===== config.mk =====
export PLATFORM = sky130hd
export DESIGN_NAME = lpht_hash_mod
export DESIGN_NICKNAME = d
export VERILOG_FILES = /design/src/design/lpht_pkg.sv /design/src/design/lpht_hash_mod.sv
export SDC_FILE = /design/constraint.sdc
export NUM_CORES = 1
export LEC_CHECK = 0
export BUFFER_PORTS_ARGS = -buffer_cell sky130_fd_sc_hd__buf_2
export CAP_MARGIN = 20
export CELL_PAD_IN_SITES_DETAIL_PLACEMENT = 2
export CELL_PAD_IN_SITES_GLOBAL_PLACEMENT = 2
export CORE_MARGIN = 2
export CORE_UTILIZATION = 13
export CTS_CLUSTER_DIAMETER = 100
export DETAILED_ROUTE_END_ITERATION = 8
export MAX_ROUTING_LAYER = met4
export PLACE_DENSITY = 0.81
export SETUP_SLACK_MARGIN = 0.1
export SYNTH_ARGS = -nofsm -noshare
export SYNTH_HDL_FRONTEND = slang
export SYNTH_SLANG_ARGS = --single-unit

===== constraint.sdc =====
create_clock -name clock -period 1 [get_ports clock]
set_input_delay 0.05 -clock clock [delete_from_list [all_inputs] [get_ports clock]]
set_output_delay 0.05 -clock clock [all_outputs]
set_load 0.005 [all_outputs]

===== src/design/lpht_pkg.sv =====
// shared types and constants for the linear probing hash table
package lpht_pkg;

   // fixed field widths of the request and response items
   localparam int KEY_WIDTH  = 64;
   localparam int HASH_BITS  = 31;
   localparam int DATA_BITS  = 64;
   localparam int SLOT_BITS  = 6;

   // status codes
   localparam logic STATUS_OK   = 1'b0;
   localparam logic STATUS_FULL = 1'b1;

   // request opcodes
   typedef enum logic [1:0] {
      OP_LOOKUP    = 2'd0,
      OP_INSERT    = 2'd1,
      OP_OVERWRITE = 2'd2,
      OP_CLEAR     = 2'd3
   } op_type;

   // request payload
   typedef struct packed {
      op_type                 opcode;
      logic [KEY_WIDTH-1:0]   key;
      logic [HASH_BITS-1:0]   hash_value;
      logic [DATA_BITS-1:0]   value_in;
   } req_type;

   // response payload
   typedef struct packed {
      logic                   found;
      logic [DATA_BITS-1:0]   value_out;
      logic [SLOT_BITS-1:0]   slot;
      logic                   status;
   } rsp_type;

endpackage


===== src/design/lpht_hash_mod.sv =====
// start slot reduction modulo the table capacity by reciprocal multiplication
module lpht_hash_mod #(
   parameter int CAPACITY = 64
) (
   input  logic                              clock,
   input  logic                              reset,
   input  logic                              start,
   input  logic [lpht_pkg::HASH_BITS-1:0]    hash_value,
   output logic                              done,
   output logic [$clog2(CAPACITY)-1:0]       remainder
);

   localparam int IW    = $clog2(CAPACITY);
   localparam int HB    = lpht_pkg::HASH_BITS;
   localparam int MulBW = HB + 2;
   localparam int ProdW = HB + MulBW;
   localparam int Shift = HB + IW;
   // rounded-up reciprocal gives the exact quotient for every hash value
   localparam logic [63:0]      Recip64 = ((64'd1 << Shift) + 64'(CAPACITY) - 64'd1)
                                          / 64'(CAPACITY);
   localparam logic [MulBW-1:0] RecipB  = MulBW'(Recip64);
   localparam logic [MulBW-1:0] CapB    = MulBW'(CAPACITY);

   typedef enum logic [1:0] {
      STEP_IDLE,
      STEP_RECIP,
      STEP_BACK,
      STEP_DONE
   } step_type;

   step_type         step_ff, step_in;
   logic [HB-1:0]    hash_ff, hash_in;
   logic [ProdW-1:0] prod_ff, prod_in;
   logic [HB-1:0]    quot;
   logic [HB-1:0]    mul_a;
   logic [MulBW-1:0] mul_b;
   logic [ProdW-1:0] mul_p;

   // shared multiplier: hash times reciprocal, then quotient times capacity
   always_comb begin
      quot  = HB'(prod_ff >> Shift);
      mul_a = (step_ff == STEP_RECIP) ? hash_ff : quot;
      mul_b = (step_ff == STEP_RECIP) ? RecipB : CapB;
      mul_p = ProdW'(mul_a) * ProdW'(mul_b);
   end

   // step sequencing
   always_comb begin
      step_in = step_ff;
      hash_in = hash_ff;
      prod_in = prod_ff;
      if (start) begin
         step_in = STEP_RECIP;
         hash_in = hash_value;
      end else begin
         case (step_ff)
            STEP_RECIP: begin
               prod_in = mul_p;
               step_in = STEP_BACK;
            end
            STEP_BACK: begin
               prod_in = mul_p;
               step_in = STEP_DONE;
            end
            STEP_DONE: begin
               step_in = STEP_IDLE;
            end
            default: begin
               step_in = STEP_IDLE;
            end
         endcase
      end
   end

   always_ff @(posedge clock) begin
      if (reset) begin
         step_ff <= STEP_IDLE;
      end else begin
         step_ff <= step_in;
      end
      hash_ff <= hash_in;
      prod_ff <= prod_in;
   end

   // remainder is below capacity, so the low bits of the difference suffice
   assign done      = (step_ff == STEP_DONE);
   assign remainder = hash_ff[IW-1:0] - prod_ff[IW-1:0];

endmodule


Word-level counts from Yosys, hierarchy flattened
Cells that the tools add are included.

storage, ports and cells
  register bits after elaboration = 97
  bits of input ports = 34

operators by class
  add/sub/neg operators = 1
  $mul = 1
  equal/unequal tests = 3
  multiplexer cells = 4
  bitwise operators = 1
  reduce and logical (&&, ||, !) cells = 3

operators by type and width
  operator                                                         number
  31-bit by 32-bit multiplier with 63-bit output                   1
  32-bit 2-to-1 mux                                                1
  31-bit 2-to-1 mux                                                1
  6-bit subtractor                                                 1
  2-bit == test, second input constant                             2
  2-bit one-hot mux with 2 select lines                            1
  2-bit OR reduction                                               2
  2-bit by 1-bit == test with 1-bit output, second input constant  1
  2-bit AND reduction                                              1
  1-bit 2-to-1 mux                                                 1
  1-bit NOT                                                        1

Longest topological paths before layout
Gate-level depths: netlist (run 1).

  depth after elaboration = 3
  gate-level depth with buffers = 3
  mapped depth without buffers = 3

Worst setup path before layout (run 1)
Ideal clock, no wire load.

  kind = flip-flop to flip-flop
  start = register step_ff[0]
  end = register step_ff[0]
  setup time = 115 ps
  arrival = 699 ps
  required time = 885 ps
  path slack = 186 ps
  stages on the path, launching flop included = 4
  buffers on the path = 0
  path through = dfxtp_1 > inv_1 > ha_1 > o21ba_2

between the ends
  longest elaborated chain between the ends = 3

ends and longest elaborated chain
  what                                                                       line                 source
  from (decl)                                                                lpht_hash_mod.sv:31  step_type step_ff, step_in;
  from (signal assigned)                                                     lpht_hash_mod.sv:79  step_ff <= step_in;
  2-bit == test or 2-bit by 1-bit == test with 1-bit output (tied branches)  lpht_hash_mod.sv:56  case (step_ff)
  2-bit one-hot mux with 2 select lines (*)                                  lpht_hash_mod.sv:56
  1-bit 2-to-1 mux (*)                                                       lpht_hash_mod.sv:52  if (start) begin

Every way passes the cells marked *; elsewhere a longest branch is shown, timed or not.
A chain may end at the register's enable or synchronous reset.

Worst setup path after layout (run 1)
  start = register step_ff[1]
  end = output done

between the ends
  longest elaborated chain between the ends = 1

ends and longest elaborated chain
  what           line                 source
  2-bit == test  lpht_hash_mod.sv:86  assign done = (step_ff == STEP_DONE);
  to (decl)      lpht_hash_mod.sv:9   output logic done,

No other way between the ends.

==> summary.txt, run 1 <==
Outcome
  • Status: finished, final reports clean

Cells and area
  • Nets: 76
  • P&R area growth vs syn: 61.8%
  • Footprint of the multi-input gates: about 43 sq um
  • Fin area: just under 500 sq um
  • Register area: about 220 sq um
  • Core Util, Final: a little over a fifth
  • Fillers: 244
  • Layout cell share with drive strength beyond 1: a little under three fifths
  • Antenna diode count: 0

Pwr
  • Leakage: between 0.2 and 0.25 nW
  • Peak VDD IR: ~380 uV
  • Cell Pwr Density: 1510 nW/um^2

Drt
  • Final wirelength: between 500 and 600 microns
  • WL/cell: 8.78 microns
  • Drt pass-1 iters: 2
  • Post-route ant nets: 0
  • Residual DRC: 0
  • Vias: between 200 and 250
  • 1st-iter DRT viols: 1
  • Via density: a little over 3

Timing
  • TNS Setup: 0 ns
  • Slew @ Worst Pin: between 0.15 and 0.2 ns
  • Setup ws final: just under 0.1 ns
  • Period minus WS final: roughly 0.90 ns
  • Unrepaired setup endpoints after global routing: yes
  • Fin crit share: 90.2%
  • Fin. Hold Viols: 0
  • Fmax: 1110 MHz
  • Rel. slew slack: between 80% and 90%
  • Max Transition Viols Final: 0
  • Min Hold Slack: 0.0997 ns
  • Layout Skew: ~0.000067 ns
  • Final setup violation count: 0

Global routing
  • First-pass GRT wire length: ~920 microns
  • Initial antenna violation count: 0
  • Largest net degree at the start of global routing: 9
  • Overall routing resource usage: under 10%
  • GR Overflow Total: 0
  • Vias in the first global route: roughly 240

Logic synthesis
  • Mapped Area: about 300 sq um
  • Seq/Total Area, Yosys: around three quarters
  • EDFF count, synth: 6
  • Avg Cell Area, Syn: between 15 and 20 sq um
  • Yosys reg bits: 8
  • YS warnings: 0
  • Synth Instances: 19
  • Top cells by count, synth: 6 x edfxtp_1, 3 x buf_4, 3 x clkbuf_1
  • Synth top area cells: edfxtp_1 61%, dfxtp_1 13%, ha_1 8.4%
  • Netlist cell types: 8
  • Mapped Nets: 55
  • Async SR Flop Fraction: 0%
  • Top-count cell post-synth: edfxtp_1
  • Main synth FF type: edfxtp_1
  • Yosys top cell by area: edfxtp_1
  • Yosys top cell area share: between 60 and 70%

Worst setup path
  • Worst path buffer plus inverter count: 1
  • Arr. time, crit path: around 0.85 ns
  • Max incr delay on CP: 0.32 ns
  • CP Launch Point: step_ff[1]
  • CP Capture Type: output port
  • Top delay family on crit path: flip-flops
  • Critical-path cell list: ha_2, buf_6
  • CP max stage cell: dfxtp_2
  • CP Max Fanout: 2
  • Reg2reg start: step_ff[0]
  • Critical path class: reg2out
  • Worst path required time: roughly 0.95 ns
  • CP Launch Type: flip-flop

Job
  • Max-cap violations: 0

Floorplan
  • Core Footprint: between 2000 and 2500 sq um
  • Initial Util: between 10% and 20%
  • Ports: between 40 and 50
  • Die Footprint: roughly 2700 sq um
  • Die height: ~52 microns
  • DIE WIDTH: roughly 52 microns
  • Cell Rows: 17

Clock tree
  • Reg clk slew, reported paths: 0.06 ns
  • Clk sinks: 8
  • Post-CTS Setup Inserts: 0
  • CTS tree: yes
  • Root Driver: clkbuf_4
  • Htree depth: 1
  • Clock latency on the worst-skew pair: about 0.25 ns
  • Max Root-Sink Buffers: 2
  • CTS Buf Count: 3

Worst hold path
  • Hold Crit Start: start
  • Hold Crit Class: in2reg

Place
  • IO buf count: 15
  • Pre-CTS setup slack: approximately 0.13 ns
  • GPL Wtd Cong: about 0.61
  • Area after DPL: ~370 sq um
[metrics by stage]
step | power, mW | cells
5_1_grt | 0.785 | 67
2_1_floorplan | 0.424 | 19
6_report | 0.726 | 67
3_5_place_dp | 0.449 | 56
3_3_place_gp | 0.445 | 56
4_1_cts | 0.748 | 67
[flip-flops by register name, summed over array words and instances, names as in the netlist]
signal / flops
hash_ff: 6
step_ff: 2
[repair_timing]
| item | CTS | global route |
|---|---|---|
| pin swaps | 1 | 0 |
| hold buffers | 7 | 0 |
| gates resized for setup | 4 | 0 |
| setup endpoints to repair | 1 | 1 |
| hold endpoints to repair | 7 | 0 |
[placed cells by master, fill, tap and decap left out]
cell type      instances
clkbuf_1               1
ha_1                   1
nor3_1                 1
dfxtp_2                2
ha_2                   1
clkbuf_4               3
buf_2                 14
o21ba_2                1
edfxtp_1               6
inv_1                  1
dlygate4sd3_1          7
buf_6                  1
[routing by layer]
metal	global-route usage [%]	vias up	wire, microns
met3	3.16	0	55
li1	-	99	-
met5	-	-	0
met2	9.92	10	352
met1	3.41	98	180
met4	5.26	0	0
[final timing paths]
kind / slack (ns) / to / cells after the start
setup / recovery: 0.1 / done / 2
hold / removal: 0.1 / step_ff[1] / 2
setup reg to reg: 0.16 / step_ff[1] / 3
hold reg to reg: 0.51 / step_ff[1] / 2
[cell type report]
| class | instances | share of cell area [%] |
|---|---|---|
| Multi-Input combinational cell | 4 | 8.83 |
| Clock buffer | 4 | 5.45 |
| Tap cell | 28 | 7.27 |
| Sequential cell | 8 | 46.2 |
| Timing Repair Buffer | 22 | 31.4 |
| Inverter | 1 | 0.779 |
[kinds of logic (layout without fill, tap and decap cells)]
kind of cell,Yosys count,in the layout,share of synthesized area (%)
AO/OA/AOI/OAI,1,1,3.36
adder cells (fa/ha/maj),2,2,8.40
buffers and inverters,7,27,12.6
AND/OR/NAND/NOR,1,1,1.68
flip-flops,8,8,73.9
[report_power, final]
group | leakage (nW) | switching (mW) | internal (mW)
Sequential | 0.0759 | 0.00694 | 0.384
Combinational | 0.113 | 0.0250 | 0.0468
Clock | 0.0150 | 0.111 | 0.153
Total | 0.203 | 0.143 | 0.583
(Power assumes the default switching activity.)
==> inputs of run 2 (changes only) <==
--- a/config.mk
+++ b/config.mk
@@ -11,6 +11,7 @@
 export CELL_PAD_IN_SITES_GLOBAL_PLACEMENT = 2
 export CORE_MARGIN = 2
 export CORE_UTILIZATION = 13
+export CTS_BUF_LIST = sky130_fd_sc_hd__clkbuf_16
 export CTS_CLUSTER_DIAMETER = 100
 export DETAILED_ROUTE_END_ITERATION = 8
 export MAX_ROUTING_LAYER = met4
==> run 2 against run 1 <==
Global-route usage shrank 0.62 points. Final area grew 11%. Non-clock buffer count is the same. Register-to-register slack is essentially flat. Worst setup slack gained 0.029 ns. Sequential power is essentially flat. Die area is the same. Combinational power is essentially flat. Final cell count is the same. Critical path type unchanged. Largest power group is now the clock network.
==> summary.txt, run 2 (same netlist as run 1, synthesis figures left out) <==
Outcome
  • Status: finished, final reports clean (unchanged)

Cells and area
  • Most frequent cells in the layout: 14 x buf_2, 7 x dlygate4sd3_1, 6 x edfxtp_1 (unchanged)
  • Max reg flops: 6 (unchanged)
  • Nets: 76 (unchanged)
  • Most common cell after layout, fill and taps aside: buf_2 (unchanged)
  • Footprint of the multi-input gates: 42.5 sq um (unchanged)
  • Fillers: 246 (was 244)
  • Reg with most FFs: hash_ff (unchanged)
  • Register area: 223 sq um (unchanged)
  • Fin cells: 67 (unchanged)
  • P&R area growth vs syn: 79.4% (was 61.8%)
  • Antenna diode count: 0 (unchanged)
  • Layout cell share with drive strength beyond 1: 56.4% (unchanged)
  • Fin area: 534 sq um (was 482 sq um)
  • Largest regs: hash_ff (6), step_ff (2) (unchanged)

Worst setup path
  • Arr. time, crit path: 0.82 ns (was 0.85 ns)
  • Reg2Reg Depth: 3 (unchanged)
  • Critical path class: reg2out (unchanged)
  • Reg2reg start: step_ff[0] (unchanged)
  • Reg-to-Reg End: step_ff[1] (unchanged)
  • Reg-to-reg slack, setup: 0.16 ns (about the same)
  • CP Max Fanout: 2 (unchanged)
  • CP Launch Point: step_ff[1] (unchanged)
  • Worst setup endpoint: done (unchanged)
  • CP Launch Type: flip-flop (unchanged)
  • CP Capture Type: output port (unchanged)
  • Worst path required time: 0.95 ns (about the same)

Floorplan
  • Die height: 51.9 microns (unchanged)
  • DIE WIDTH: 51.9 microns (unchanged)
  • Initial Util: 13.6% (unchanged)
  • Core Footprint: 2190 sq um (unchanged)
  • Ports: 41 (unchanged)
  • Die Footprint: 2690 sq um (unchanged)
  • Cell Rows: 17 (unchanged)

Global routing
  • Overall routing resource usage: 4.91% (was 5.53%)
  • GR Overflow Total: 0 (unchanged)
  • Largest net degree at the start of global routing: 9 (unchanged)
  • First-pass GRT wire length: 834 microns (was 924 microns)
  • Initial antenna violation count: 0 (unchanged)
  • Vias in the first global route: 213 (was 241)

Place
  • Area after DPL: 374 sq um (unchanged)
  • GPL Wtd Cong: 0.614 (unchanged)
  • Dpl cells: 56 (unchanged)
  • IO buf count: 15 (unchanged)

Drt
  • Final wirelength: 546 microns (was 588 microns)
  • WL/cell: 8.15 microns (was 8.78 microns)
  • Post-route ant nets: 0 (unchanged)
  • Residual DRC: 0 (unchanged)
  • 1st-iter DRT viols: 1 (unchanged)
  • Vias: 206 (was 207)
  • Drt pass-1 iters: 2 (unchanged)
  • Via density: 3.07 (was 3.09)

Timing
  • Slew @ Worst Pin: 0.169 ns (was 0.175 ns)
  • Layout Skew: 0.0000674 ns (unchanged)
  • Max Transition Viols Final: 0 (unchanged)
  • Fin crit share: 87.3% (was 90.2%)
  • Unrepaired setup endpoints after global routing: no (was yes)
  • Fmax: 1150 MHz (was 1110 MHz)
  • Min Hold Slack: 0.121 ns (was 0.0997 ns)
  • TNS Setup: 0 ns (unchanged)
  • Period minus WS final: 0.873 ns (was 0.902 ns)
  • Final setup violation count: 0 (unchanged)
  • Fin. Hold Viols: 0 (unchanged)
  • Rel. slew slack: 88.7% (was 88.4%)

Clock tree
  • Clock latency on the worst-skew pair: 0.23 ns (was 0.25 ns)
  • Htree depth: 1 (unchanged)
  • CTS Buf Count: 3 (unchanged)
  • Clk sinks: 8 (unchanged)
  • CTS tree: yes (unchanged)
  • Root Driver: clkbuf_16 (was clkbuf_4)
  • Reg clk slew, reported paths: 0.04 ns (was 0.06 ns)
  • Max Root-Sink Buffers: 2 (unchanged)

Pwr
  • Peak VDD IR: 922 uV (was 375 uV)
  • Leakage: 0.231 nW (was 0.203 nW)
  • Cell Pwr Density: 2120 nW/um^2 (was 1510 nW/um^2)

Worst hold path
  • Hold Crit Class: in2reg (unchanged)

Job
  • Max-cap violations: 0 (unchanged)
run 2: cell types whose count changed in the layout (fill, tap and decap cells not counted), sizes merged:
cell	previous run	this run
clkbuf	4	3
inv	1	2
run 2: worst min path at each step:
| stage | start | endpoint | cells past startpoint |
|---|---|---|---|
| 2_1_floorplan | reset | step_ff[1] | 1 |
| 3_3_place_gp | reset | step_ff[1] | 2 |
| 3_5_place_dp | hash_value[4] | hash_ff[4] | 1 |
| 4_1_cts | hash_value[2] | hash_ff[2] | 1 |
| 5_1_grt | start | step_ff[1] | 2 |
| 6_report | start | step_ff[1] | 2 |
run 2: through the flow:
step	util [%]	setup WS, ns	total power [mW]
2_1_floorplan	-	0.186	0.424
3_3_place_gp	17.1	0.164	0.445
3_5_place_dp	17.1	0.133	0.449
4_1_cts	23.1	0.118	1.15
5_1_grt	24.4	0.104	1.19
6_report	24.4	0.127	1.13
run 2: final cells by class:
type	instances	share of cell area (%)
Clock buffer	3	14.1
Clock inverter	1	0.703
Inverter	1	0.703
Multi-Input combinational cell	4	7.96
Sequential cell	8	41.7
Tap cell	28	6.56
Timing Repair Buffer	22	28.3
run 2: timing repair:
action,4_1_cts,5_1_grt
resized for setup,2,2
hold buffers,5,2
buffers inserted,0,0
hold endpoints to repair,5,2
endpoints found under the setup margin,1,1
pin swaps,0,1
run 2: per-layer routing:
metal / share of wire, % / vias up / track usage, %
met4: 0 / 0 / 2.63
met5: 0 / - / -
met2: 54 / 10 / 8.44
met1: 36 / 96 / 3.76
li1: - / 100 / -
met3: 9.9 / 0 / 3.45
run 2: power by group:
group / switching (mW) / total [mW] / internal, mW
combinational: 0.0250 / 0.0718 / 0.0468
clock: 0.150 / 0.670 / 0.520
sequential: 0.00665 / 0.392 / 0.386
total: 0.181 / 1.13 / 0.953
run 2: worst max-delay path: stages (launching register included):
cell	delay (ns)
dfxtp_2	0.31
ha_2	0.17
buf_6	0.11
